## src/ncs_pkg.sv

```systemverilog
package ncs_pkg;

    localparam int COORD_W    = 24;
    localparam int DIFF_W     = 25;
    localparam int SQ_W       = 49;
    localparam int DSQ_W      = 50;
    localparam int INDEX_W    = 10;
    localparam int SCAN_W     = 11;
    localparam int DIST_W     = 25;
    localparam int ROOT_STEPS = 25;
    localparam int CFG_IDX_W  = 8;
    localparam int CFG_DATA_W = 11;

    localparam int TABLE_DEPTH_DEF = 1024;

    localparam logic [CFG_IDX_W-1:0] CFG_FIRST_INDEX = 8'd0;
    localparam logic [CFG_IDX_W-1:0] CFG_END_INDEX   = 8'd1;

    localparam logic [SCAN_W-1:0] END_INDEX_RESET = 11'd1024;

    localparam logic CMD_LOAD  = 1'b0;
    localparam logic CMD_QUERY = 1'b1;

    localparam logic [DSQ_W-1:0] ROOT_BIT_INIT = DSQ_W'(1) << (2 * (ROOT_STEPS - 1));
    localparam logic [DIST_W-1:0] DIST_NO_MATCH = '1;

    typedef struct packed {
        logic signed [COORD_W-1:0] x;
        logic signed [COORD_W-1:0] y;
        logic signed [COORD_W-1:0] z;
    } t_point;

    typedef struct packed {
        logic              valid;
        logic [SCAN_W-1:0] idx;
    } t_dist_tag;

    typedef enum logic [1:0] {
        ST_IDLE,
        ST_SCAN,
        ST_ROOT
    } t_state;

endpackage

```

## src/ncs_dist.sv

```systemverilog
module ncs_dist (
    input  logic                      i_clk,
    input  logic                      i_rst_n,
    input  logic                      i_flush,
    input  logic                      i_valid,
    input  logic [ncs_pkg::SCAN_W-1:0] i_idx,
    input  ncs_pkg::t_point           i_center,
    input  ncs_pkg::t_point           i_target,
    output ncs_pkg::t_dist_tag        o_tag,
    output logic [ncs_pkg::DSQ_W-1:0] o_dist_sq,
    output logic                      o_pending
);
    import ncs_pkg::*;

    logic                     r_v1, r_v2, r_v3;
    logic [SCAN_W-1:0]        r_idx1, r_idx2, r_idx3;
    logic signed [DIFF_W-1:0] r_dx, r_dy, r_dz;
    logic [SQ_W-1:0]          r_sqx, r_sqy, r_sqz;
    logic [DSQ_W-1:0]         r_sum;

    logic signed [2*DIFF_W-1:0] prod_x, prod_y, prod_z;

    assign prod_x = r_dx * r_dx;
    assign prod_y = r_dy * r_dy;
    assign prod_z = r_dz * r_dz;

    always_ff @(posedge i_clk) begin
        if (!i_rst_n) begin
            r_v1 <= 1'b0;
            r_v2 <= 1'b0;
            r_v3 <= 1'b0;
        end else begin
            r_v1 <= i_valid & ~i_flush;
            r_v2 <= r_v1 & ~i_flush;
            r_v3 <= r_v2 & ~i_flush;
        end
    end

    // difference, square, sum
    always_ff @(posedge i_clk) begin
        r_idx1 <= i_idx;
        r_dx   <= DIFF_W'(i_center.x) - DIFF_W'(i_target.x);
        r_dy   <= DIFF_W'(i_center.y) - DIFF_W'(i_target.y);
        r_dz   <= DIFF_W'(i_center.z) - DIFF_W'(i_target.z);
        r_idx2 <= r_idx1;
        r_sqx  <= prod_x[SQ_W-1:0];
        r_sqy  <= prod_y[SQ_W-1:0];
        r_sqz  <= prod_z[SQ_W-1:0];
        r_idx3 <= r_idx2;
        r_sum  <= DSQ_W'(r_sqx) + DSQ_W'(r_sqy) + DSQ_W'(r_sqz);
    end

    assign o_tag     = '{valid: r_v3, idx: r_idx3};
    assign o_dist_sq = r_sum;
    assign o_pending = r_v1 | r_v2 | r_v3;

endmodule

```

## config.mk

```make
export PLATFORM = sky130hd
export DESIGN_NAME = ncs_dist
export DESIGN_NICKNAME = d
export VERILOG_FILES = /design/src/ncs_pkg.sv /design/src/ncs_dist.sv
export SDC_FILE = /design/constraint.sdc
export NUM_CORES = 2
export LEC_CHECK = 0
export BUFFER_PORTS_ARGS = -buffer_cell sky130_fd_sc_hd__buf_2
export CAP_MARGIN = 20
export CORE_MARGIN = 3
export CORE_UTILIZATION = 50
export DETAILED_ROUTE_END_ITERATION = 16
export PLACE_DENSITY_LB_ADDON = 0.1
export SKIP_LAST_GASP = 1
export SLEW_MARGIN = 20
export SYNTH_ARGS = -nofsm -noshare
export SYNTH_HDL_FRONTEND = slang
export SYNTH_SLANG_ARGS = --single-unit
```

## constraint.sdc

```tcl
create_clock -name i_clk -period 7.5 [get_ports i_clk]
set_input_delay 0.375 -clock i_clk [delete_from_list [all_inputs] [get_ports i_clk]]
set_output_delay 0.375 -clock i_clk [all_outputs]
set_load 0.01 [all_outputs]
```

==> out/qor.yml <==
cts:
  clock_path_buffers: 3
  tritoncts: "yes"
  cts_root_buffer: "clkbuf_16"
  cts_sinks: 305
  h-tree-depth: 2
  cts_made_buffers: 43
  clkTransAtPathRegs_ns: 0.06
  clk_latency_ns: 0.65
global_route:
  grt_pass1_vias: 55640
  grt_overflow: 0
  antenna_found_initial: 2
  grt_max_degree: 31
  grtUsageTotal_pct: 24.10
  grt_pass1_wl_um: 290400
logic_synthesis:
  synthArstFlopShare_pct: 0
  yosys_most_used_dff: "dfxtp_1"
  syn-cell-area_mm2: 0.07363
  syn_area_per_cell_um2: 9.692
  syn_inst: 7597
  synthDistinctLibCells: 83
  yosys_warnings: 0
  ys_ff_latch: 305
  synth_edf_count: 0
  synth_seq_area_share_pct: 8.293
worst_setup_path:
  start_kind: "flip-flop"
  arrival_ns: 7.87
  cpMostUsedCell: "fa_1"
  cpPeakStageDelay_ns: 0.55
  startpoint: "r_dy[8]$_DFF_P_"
  cp_slowest_cell: "fa_1"
  critPathMaxFanout: 13
  crit_type: "flip-flop to flip-flop"
  regToRegStartpoint: "r_dy[8]$_DFF_P_"
  cp.required_ns: 8.05
  end_kind: "flip-flop"
timing:
  period_share_pct: 97.60
  slew_viol_final: 0
  clock_skew_ns: 0.02193
  setup_viol: 0
  fmax_mhz: 136.6
  layout_setup_ws_ns: 0.1799
  hold_viol_final: 0
  fin_tns_setup_ns: 0
  rsz0062_at_grt: "true"
  period_needed_ns: 7.320
  worst_slew_pin_slew_ns: 0.6673
  relSlewSlack_pct: 55.38
drt:
  post_drt_wl_per_cell_um: 17.46
  drt_iter0_drc: 2122
  drt-total-wl_um: 174300
  drc_errors: 0
  drt-vias-per-instance: 4.960
  first_pass_iters: 5
  ant_nets: 0
  num_vias: 49520
floorplan:
  core-area_mm2: 0.1459
  rows: 140
  start_util_pct: 50.46
  io_pins: 222
  die_x_um: 389.7
  die_h_um: 389.7
  die_area_mm2: 0.1519
placed_design:
  io_buffers: 221
  hpwlAfterDp_um: 153000
  place_congestion: 0.8982
  place_area_mm2: 0.07908
  dp_slack_ns: -0.1087
worst_hold_path:
  worstHoldStart: "i_flush"
  min_path_type: "input port to flip-flop"
status:
  status: "complete, no violations"
finish:
  final_core_util_pct: 56.02
  design_area_mm2: 0.08175
  final_common_cell: "inv_1"
  layout_common_cells: "2219 x inv_1, 1831 x fa_1, 588 x nand2_1, 563 x ha_1, 360 x and2_1"
  drive_gt1_share_pct: 10.17
  nets: 10610
  synthToLayoutAreaGrowth_pct: 11.02
run:
  maxCapViolCount: 0
-- worst paths after layout --
path | to | cells after the start | slack (ns)
worst max-delay path | r_sqy[45]$_DFF_P_ | 27 | 0.18
worst min-delay path | r_v3$_SDFF_PN0_ | 3 | 0.05
worst max register to register | r_sqy[45]$_DFF_P_ | 27 | 0.18
worst min register to register | r_idx3[10]$_DFF_P_ | 0 | 0.32
-- final cells by class --
type	count	area [um^2]
Clock buffer	51	1146
Fill cell	13210	64170
Timing Repair Buffer	581	4313
Antenna cell	2	5.005
Sequential cell	305	6251
Inverter	2226	8359
Multi-Input combinational cell	4874	58880
Tap cell	1917	2399
Clock inverter	27	391.6
-- stage by stage --
stage | std cells | hold WS [ns]
after floorplan | 7599 | 0.3096
after global placement | 9874 | 0.3101
after detailed placement | 9874 | 0.3121
after CTS | 9967 | 0.00007672
after global routing | 9981 | 0.04576
final | 9983 | 0.05283
-- routing by layer --
layer	vias up	track usage [%]	share of wire, %
met5	-	0	0
met4	0	5.765	2.5
met3	186	2.617	4.5
met2	972	42.05	50
met1	25280	32.36	43
li1	23080	-	-
-- critical path, delay by kind of cell, from the launching register on --
kind	cells	cell delay, ns
adder cells (fa/ha/maj)	8	3.86
AO/OA/AOI/OAI	6	1.20
AND/OR/NAND/NOR	6	1.17
buffers and inverters	6	0.49
flip-flops	1	0.38
XOR/XNOR	1	0.12
-- sequential cells by signal, summed over array words and instances (netlist names) --
name	flops
o_dist_sq	50
r_dx	25
r_dy	25
r_dz	25
r_idx1	11
r_idx2	11
r_idx3	11
r_sqx	48
r_sqy	48
r_sqz	48
r_v1	1
r_v2	1
r_v3	1
-- repair_timing --
| action | CTS | global route |
|---|---|---|
| endpoints found under the setup margin | 11 | 33 |
| hold buffers | 15 | 0 |
| endpoints found under the hold margin | 15 | 0 |
| gates resized for setup | 10 | 233 |
| cloned | 0 | 4 |
| pin swaps | 0 | 28 |
| setup buffers | 0 | 10 |
-- Yosys cell counts (all sizes together) (126+ instances only) --
library cell  count  area share (%)
xnor2           227             2.7
a21oi           210             1.4
and2            368             3.1
nor2            194            0.99
dfxtp           305             8.3
a21o            135             1.4
nand2           597             3.0
inv            2225              11
ha              571             9.7
fa             1847              50
clkbuf          190            0.97
o21ai           126            0.86
-- cell families after synthesis --
logic type	after synthesis	share of synthesized area (%)
adder cells (fa/ha/maj)	2418	59.92
buffers and inverters	2420	12.34
multiplexers	5	0.06797
other	1	0.005093
XOR/XNOR	303	3.604
flip-flops	305	8.293
AO/OA/AOI/OAI	682	6.058
AND/OR/NAND/NOR	1463	9.708
Power is not shown: default switching activity piles up to over one toggle a cycle in this logic, so the estimate is an artifact.
