--- config.mk ---
export PLATFORM = sky130hd
export DESIGN_NAME = ncs_isqrt
export DESIGN_NICKNAME = d
export VERILOG_FILES = /design/src/ncs_pkg.sv /design/src/ncs_isqrt.sv
export SDC_FILE = /design/constraint.sdc
export NUM_CORES = 1
export LEC_CHECK = 0
export BUFFER_PORTS_ARGS = -buffer_cell sky130_fd_sc_hd__buf_2
export CAP_MARGIN = 10
export CORE_ASPECT_RATIO = 0.6
export CORE_UTILIZATION = 60
export CTS_CLUSTER_DIAMETER = 30
export CTS_CLUSTER_SIZE = 24
export DETAILED_ROUTE_END_ITERATION = 12
export PLACE_DENSITY = 0.79
export SLEW_MARGIN = 20
export SYNTH_ARGS = -nofsm -noshare
export SYNTH_HDL_FRONTEND = slang
export SYNTH_SLANG_ARGS = --single-unit
--- constraint.sdc ---
create_clock -name i_clk -period 9.3 [get_ports i_clk]
set_input_delay 0.93 -clock i_clk [delete_from_list [all_inputs] [get_ports i_clk]]
set_output_delay 0.93 -clock i_clk [all_outputs]
set_load 0.01 [all_outputs]
--- src/ncs_pkg.sv ---
package ncs_pkg;

    localparam int COORD_W    = 24;
    localparam int DIFF_W     = 25;
    localparam int SQ_W       = 49;
    localparam int DSQ_W      = 50;
    localparam int INDEX_W    = 10;
    localparam int SCAN_W     = 11;
    localparam int DIST_W     = 25;
    localparam int ROOT_STEPS = 25;
    localparam int CFG_IDX_W  = 8;
    localparam int CFG_DATA_W = 11;

    localparam int TABLE_DEPTH_DEF = 1024;

    localparam logic [CFG_IDX_W-1:0] CFG_FIRST_INDEX = 8'd0;
    localparam logic [CFG_IDX_W-1:0] CFG_END_INDEX   = 8'd1;

    localparam logic [SCAN_W-1:0] END_INDEX_RESET = 11'd1024;

    localparam logic CMD_LOAD  = 1'b0;
    localparam logic CMD_QUERY = 1'b1;

    localparam logic [DSQ_W-1:0] ROOT_BIT_INIT = DSQ_W'(1) << (2 * (ROOT_STEPS - 1));
    localparam logic [DIST_W-1:0] DIST_NO_MATCH = '1;

    typedef struct packed {
        logic signed [COORD_W-1:0] x;
        logic signed [COORD_W-1:0] y;
        logic signed [COORD_W-1:0] z;
    } t_point;

    typedef struct packed {
        logic              valid;
        logic [SCAN_W-1:0] idx;
    } t_dist_tag;

    typedef enum logic [1:0] {
        ST_IDLE,
        ST_SCAN,
        ST_ROOT
    } t_state;

endpackage

--- src/ncs_isqrt.sv ---
module ncs_isqrt (
    input  logic                       i_clk,
    input  logic                       i_rst_n,
    input  logic                       i_start,
    input  logic [ncs_pkg::DSQ_W-1:0]  i_value,
    output logic                       o_done,
    output logic [ncs_pkg::DIST_W-1:0] o_root
);
    import ncs_pkg::*;

    localparam int STEP_W = $clog2(ROOT_STEPS);

    logic              r_busy;
    logic              r_done;
    logic [STEP_W-1:0] r_step;
    logic [DSQ_W-1:0]  r_rem;
    logic [DSQ_W-1:0]  r_res;
    logic [DSQ_W-1:0]  r_bit;

    logic [DSQ_W-1:0] trial;
    logic             fits;
    logic [DSQ_W-1:0] n_rem;
    logic [DSQ_W-1:0] n_res;

    // one result bit per step
    always_comb begin
        trial = r_res + r_bit;
        fits  = r_rem >= trial;
        n_rem = fits ? r_rem - trial : r_rem;
        n_res = fits ? (r_res >> 1) + r_bit : r_res >> 1;
    end

    always_ff @(posedge i_clk) begin
        if (!i_rst_n) begin
            r_busy <= 1'b0;
            r_done <= 1'b0;
            r_step <= '0;
        end else begin
            r_done <= 1'b0;
            if (i_start) begin
                r_busy <= 1'b1;
                r_step <= '0;
            end else if (r_busy) begin
                r_step <= r_step + STEP_W'(1);
                if (r_step == STEP_W'(ROOT_STEPS - 1)) begin
                    r_busy <= 1'b0;
                    r_done <= 1'b1;
                end
            end
        end
    end

    always_ff @(posedge i_clk) begin
        if (i_start) begin
            r_rem <= i_value;
            r_res <= '0;
            r_bit <= ROOT_BIT_INIT;
        end else if (r_busy) begin
            r_rem <= n_rem;
            r_res <= n_res;
            r_bit <= r_bit >> 2;
        end
    end

    assign o_done = r_done;
    assign o_root = r_res[DIST_W-1:0];

endmodule

==> impl_metrics.py, run 1 <==
metrics = {
    "global_routing": {
        "grt_pass1_wl_mm": 51.9,
        "track_usage_pct": 31.7,
        "grt_start_max_net_pins": 100,
        "grt_overflow_total": 0,
        "antenna_found_initial": 0,
        "grt_pass1_vias": 10100,
    },
    "place": {
        "dp_hpwl_mm": 23.1,
        "placed_area_um2": 12100,
        "io_buffers": 78,
        "place.gp.congestion": 0.989,
    },
    "floorplanning": {
        "dieWidth_um": 184,
        "initial_core_util_pct": 61.8,
        "coreArea_um2": 19200,
        "fp.dieArea_um2": 20400,
        "die_h_um": 111,
        "io_pins": 79,
        "placementRows": 39,
    },
    "critical_path": {
        "worstSetupPathType": "reg -> reg",
        "end_kind": "flop",
        "start_kind": "flop",
        "worstPathArrival_ns": 6.51,
        "r2r-start": "r_res[18]",
        "timing.rr.end": "r_res[2]",
        "r2r_cells": 21,
        "worstPathRequired_ns": 9.59,
        "r2r_slack_ns": 3.09,
        "critPathMaxFanout": 99,
    },
    "power_and_ir_drop": {
        "p_comb_share_pct": 55.1,
        "p_per_area_nw_per_um2": 289,
        "swShare_pct": 44.6,
        "clkPwrFrac_pct": 19.9,
        "power.switching_mw": 1.64,
        "ir_drop_mv": 0.271,
        "p_int_mw": 2.04,
        "p_seq_share_pct": 25.0,
        "leakagePower_nw": 5.05,
    },
    "cts": {
        "cts-root-buf": "clkbuf_16",
        "cts_buffers": 17,
        "post_cts_buffers": 0,
        "clockBufferDepth": 2,
        "cts_hold_buf": 0,
        "clkLatencyLatePin_ns": 0.44,
        "cts_sinks": 132,
        "cts_tree": "done",
        "cts.clk_slew.worst_paths_ns": 0.06,
        "cts_resized": 0,
        "htree_levels": 4,
    },
    "synthesis": {
        "synth_compound_gate_area_share_pct": 26.3,
        "synth_cell_types": 87,
        "synthArstFlopShare_pct": 0,
        "synth_top_family_by_area": "compound AO/OA/AOI/OAI gates",
        "yosys.area_share.simple_pct": 18.7,
        "synth_mux_area_share_pct": 4.01,
        "yosysWarnings": 0,
        "synth.avg_cell_area_um2": 8.06,
        "yosysSeqAreaShare_pct": 26.5,
        "synth_fa_ha_area_share_pct": 11.1,
        "ys_ff_latch": 132,
        "synth-edff-count": 50,
        "syn_area_um2": 11900,
        "ys.flop_type": "dfxtp_1",
        "synthXorXnorAreaFrac_pct": 7.74,
        "syn_inst": 1473,
        "synth_nets": 1631,
    },
    "detailed_routing": {
        "final_antenna_net_count": 0,
        "viasPerCell": 6.35,
        "vias": 11100,
        "dr.first_iter.drc_count": 1127,
        "post_drt_wl_per_cell_um": 18.1,
        "wirelength_mm": 31.7,
        "drt_pre_antenna_iters": 6,
        "route.detailed.drc": 0,
    },
    "flow_run": {
        "cap_violations": 0,
    },
    "timing": {
        "finalClockSkew_ns": 0.00768,
        "period_share_pct": 66.8,
        "fin_tns_setup_ns": 0,
        "timing.fmax_mhz": 161,
        "finalSetupViolCount": 0,
        "worst_pin_slew_ns": 1.04,
        "post-route-min-period_ns": 6.21,
        "hold_viol": 0,
        "finalMaxSlewViolations": 0,
        "rsz0062_at_grt": "false",
        "relSlewSlack_pct": 30.0,
    },
    "layout": {
        "layout-drive-gt1-share_pct": 10.8,
        "syn_to_final_growth_pct": 7.43,
        "mostFrequentLayoutCells": "nor2_1, nand2_1, o21ai_0, ha_1, a21oi_1",
        "antenna_cells": 0,
        "postLayoutCellArea_um2": 12800,
        "final_common_cell": "nor2_1",
        "fin_nets": 1631,
    },
    "hold_path": {
        "whs_path_depth": 2,
        "hold_end": "r_res[0]",
        "hold_class": "reg -> reg",
        "hp-start": "r_res[0]",
    },
    "outcome": {
        "status": "finished clean",
    },
}
-- power by group through the flow --
stage | clock network, mW | registers (mW) | logic, mW
after floorplan | 0 | 0.865 | 1.65
after global placement | 0 | 0.925 | 1.95
after detailed placement | 0 | 0.920 | 1.97
after CTS | 0.741 | 0.915 | 1.99
after global routing | 0.766 | 0.935 | 2.25
final | 0.734 | 0.920 | 2.03
-- kinds of logic after synthesis --
logic type               count (synthesis)
flip-flops                             132
AO/OA/AOI/OAI                          466
adder cells (fa/ha/maj)                105
multiplexers                            47
buffers and inverters                  143
XOR/XNOR                               105
AND/OR/NAND/NOR                        475
-- registers in the layout, summed over array words and instances (netlist names) --
register and cells:
r_rem 50, r_step 5, r_busy 1, r_res 50, r_bit 25, o_done 1
-- stage by stage --
step                utilization, %  setup slack (ns)  instances  power [mW]  hold slack [ns]
finish                        66.4              3.09       1752        3.68            0.500
global route                  66.4              2.66       1752        3.95            0.529
CTS                           66.4              3.24       1752        3.65            0.503
detailed placement            63.0              3.27       1720        2.89            0.499
global placement              63.0              3.44       1720        2.87            0.488
floorplan                        -              3.47       1473        2.51            0.479
-- worst max-delay path: stages, from the launching register on --
cell and delay (ns):
dfxtp_1 0.52, ha_1 0.35, a31o_1 0.25, a31oi_1 0.22, o21bai_1 0.13, a22o_2 0.31
o41ai_4 0.40, o21ai_0 0.24, a31oi_1 0.24, xor2_1 0.20, ha_1 0.39, and4_1 0.25
nor2b_1 0.15, a32oi_1 0.21, nand2_1 0.11, a221oi_2 0.31, o31ai_4 0.17, o221ai_4 0.18
buf_4 0.75, mux2_2 0.42, mux2i_1 0.14, nor2_1 0.06
-- per-layer routing --
metal  GRT usage [%]  part of all wire, %  vias up
met1            46.8                   48     5208
met2            47.1                   43      455
met4            7.11                  1.1        0
met5               0                    0        -
li1                -                    -     5430
met3            6.18                  8.2       36
-- layout make-up --
class / instances / area (um2)
Timing Repair Buffer: 83 / 430
Inverter: 41 / 154
Clock inverter: 6 / 83.8
Tap cell: 266 / 333
Clock buffer: 26 / 553
Multi-Input combinational cell: 1198 / 8060
Sequential cell: 132 / 3150
Fill cell: 1684 / 6470
-- worst max path at each step --
stage	from	endpoint	slack, ns	cells after the start
2_1_floorplan	r_res[2]	r_rem[0]	3.47	21
3_3_place_gp	r_res[18]	r_res[4]	3.44	22
3_5_place_dp	r_res[18]	r_res[4]	3.27	21
4_1_cts	r_res[18]	r_res[4]	3.24	21
5_1_grt	r_res[18]	r_res[4]	2.66	21
6_report	r_res[18]	r_res[2]	3.09	21
-- synth_stat cells, types with 11 or more instances --
cell type  count  share of area [%]
nor2b_1       20                1.1
o21ai_0      124                5.2
o21bai_1      23                1.5
nand4_1       33                1.7
nor2_1       151                4.8
o31ai_1       12               0.76
buf_4         30                1.9
nor3_1        27                1.1
xnor2_1       54                4.0
a21oi_1       95                4.0
a31oi_1       47                2.5
nand3_1       21               0.88
or3_1         19                1.0
inv_1         41                1.3
a221oi_1      11               0.81
nand2_1      146                4.6
mux2i_1       42                3.5
a211oi_1      28                1.8
clkbuf_1      54                1.7
dfxtp_1       82                 14
ha_1         104                 11
edfxtp_1      50                 13
nand2b_1      14               0.74
a311oi_1      15                1.1
a21o_1        27                1.7
xor2_1        51                3.8
Power figures use the tool's default switching activity.
==> run 2, diff against run 1 <==
==> constraint.sdc (replaced) <==
create_clock -name i_clk -period 6.1 [get_ports i_clk]
set_input_delay 0.61 -clock i_clk [delete_from_list [all_inputs] [get_ports i_clk]]
set_output_delay 0.61 -clock i_clk [all_outputs]
set_load 0.01 [all_outputs]
==> run 2 against run 1 <==
Compared with the run above: worst setup slack worse by 2.8 ns; non-clock buffer count up 9; hold slack got worse by 0.088 ns; core utilization up 0.44 points; fmax increased by 7.6%; clock-buffer cell count fell by 7; flip-flop and latch count unchanged; first-iteration DRC count grew 6.2%; largest cell class unchanged.
==> impl_metrics.py, run 2 (synthesized netlist as in run 1, its figures left out) <==
metrics = {
    "timing": {
        "finalClockSkew_ns": 0.0118,
        "hold_viol": 0,
        "period_share_pct": 94.6,
        "finalWorstSetupSlack_ns": 0.329,
        "timing.fmax_mhz": 173,
        "post-route-min-period_ns": 5.77,
        "finalMaxSlewViolations": 0,
        "relSlewSlack_pct": 30.2,
        "worst_pin_slew_ns": 1.04,
        "finalSetupViolCount": 0,
        "rsz0062_at_grt": "true",
    },
    "floorplanning": {
        "fp.dieArea_um2": 20400,
        "io_pins": 79,
        "dieWidth_um": 184,
        "die_h_um": 111,
        "initial_core_util_pct": 61.8,
        "placementRows": 39,
        "coreArea_um2": 19200,
    },
    "critical_path": {
        "r2r-start": "r_bit[0]",
        "worstSetupPathType": "reg -> reg",
        "worstPathArrival_ns": 6.06,
        "start_kind": "flop",
        "path_buf_inv": 1,
        "worstPathRequired_ns": 6.38,
        "timing.rr.end": "r_res[2]",
        "cp_top_family": "compound AO/OA/AOI/OAI gates",
        "crit_slowest_cell": "a2111o_1",
        "r2r_slack_ns": 0.33,
        "end_kind": "flop",
        "crit_chain": "ha_1, ha_1, a21oi_1, o21ai_0, nand4_1, a2111o_1, nand2_1, o21ai_0, a21oi_1, o21ai_0, xor2_1, ha_1, and4_1, nor2b_1, a32oi_1, nand2_1, a221oi_2, o31ai_4, o221ai_4, buf_12, mux2_2, mux2i_1, nor2_1",
        "critPathMaxFanout": 66,
        "slowest_delay_ns": 0.44,
        "r2r_cells": 23,
    },
    "layout": {
        "final_cells": 1762,
        "postLayoutCellArea_um2": 12800,
        "syn_to_final_growth_pct": 8.13,
        "fin_nets": 1640,
        "fin_util_pct": 66.8,
        "mostFrequentLayoutCells": "nor2_1, nand2_1, o21ai_0, ha_1, a21oi_1",
        "reg_top3": "r_rem: 50 flops, r_res: 50 flops, r_bit: 25 flops",
        "final_common_cell": "nor2_1",
        "layout-drive-gt1-share_pct": 11.6,
    },
    "cts": {
        "cts-root-buf": "clkbuf_16",
        "clkLatencyLatePin_ns": 0.44,
        "cts_sinks": 132,
        "cts_buffers": 17,
        "post_cts_buffers": 0,
        "htree_levels": 4,
        "cts.clk_slew.worst_paths_ns": 0.06,
        "cts_resized": 0,
        "cts_tree": "done",
        "clockBufferDepth": 2,
        "cts_hold_buf": 0,
    },
    "global_routing": {
        "grt_pass1_wl_mm": 51.9,
        "grt_pass1_vias": 10000,
        "antenna_found_initial": 1,
        "track_usage_pct": 31.5,
        "grt_start_max_net_pins": 93,
        "grt_overflow_total": 0,
    },
    "detailed_routing": {
        "drt_pre_antenna_iters": 8,
        "vias": 11100,
        "viasPerCell": 6.28,
        "post_drt_wl_per_cell_um": 17.8,
        "dr.first_iter.drc_count": 1197,
        "wirelength_mm": 31.4,
        "route.detailed.drc": 0,
        "final_antenna_net_count": 0,
    },
    "place": {
        "place_inst": 1729,
        "io_buffers": 78,
        "dp_hpwl_mm": 23.3,
        "pre_cts_ws_ns": 0.443,
        "place.gp.congestion": 0.973,
        "placed_area_um2": 12200,
    },
    "power_and_ir_drop": {
        "p_per_area_nw_per_um2": 439,
        "power_mw": 5.64,
        "leakagePower_nw": 5.10,
        "ir_drop_mv": 0.385,
    },
    "outcome": {
        "status": "finished clean",
    },
    "hold_path": {
        "whs_path_depth": 2,
        "hp-start": "i_rst_n",
        "hold_end": "r_busy",
        "hold_class": "in -> reg",
    },
    "flow_run": {
        "cap_violations": 0,
    },
}
run 2: power breakdown:
group	switching (mW)	total [mW]	internal, mW
clock	0.434	1.09	0.655
sequential	0.180	1.39	1.21
combinational	1.92	3.16	1.24
total	2.53	5.64	3.11
run 2: per-layer routing:
layer | GRT usage [%] | vias up | wire length (um)
met2 | 46.8 | 465 | 13300
met1 | 46.5 | 5125 | 15000
met5 | 0 | - | 0
met4 | 6.89 | 0 | 330
li1 | - | 5446 | -
met3 | 6.50 | 29 | 2780
run 2: cell type report:
cell class / instances / area, um2
clock buffers: 19 / 475
clock inverters: 13 / 141
well taps: 266 / 333
fillers: 1661 / 6380
inverters: 41 / 154
repair buffers: 92 / 527
multi-input cells: 1198 / 8060
flip-flops and latches: 132 / 3150
diodes: 1 / 2.50
run 2: how the worst max path moves through the flow:
stage | from | to | slack, ns | cells past startpoint
after floorplan | r_res[2] | r_rem[0] | 0.27 | 21
after global placement | r_res[2] | r_res[40] | 0.58 | 21
after detailed placement | r_res[2] | r_res[40] | 0.44 | 21
after CTS | r_res[2] | r_res[40] | 0.40 | 21
after global routing | r_res[12] | r_res[2] | -0.008 | 21
final | r_bit[0] | r_res[2] | 0.33 | 23
run 2: stage by stage:
step | TNS, ns | hold slack [ns]
global placement | 0 | 0.489
global route | -0.00753 | 0.412
finish | 0 | 0.412
CTS | 0 | 0.395
floorplan | 0 | 0.479
detailed placement | 0 | 0.504
run 2: worst reg2reg max path, delay by kind of cell, from the launching register on:
family,cells,cell delay (ns)
mux,2,0.54
xor+xnor,1,0.18
fa+ha+maj,3,0.78
compound gates,10,2.41
buf+inv,1,0.30
flops,1,0.36
simple gates,6,1.04
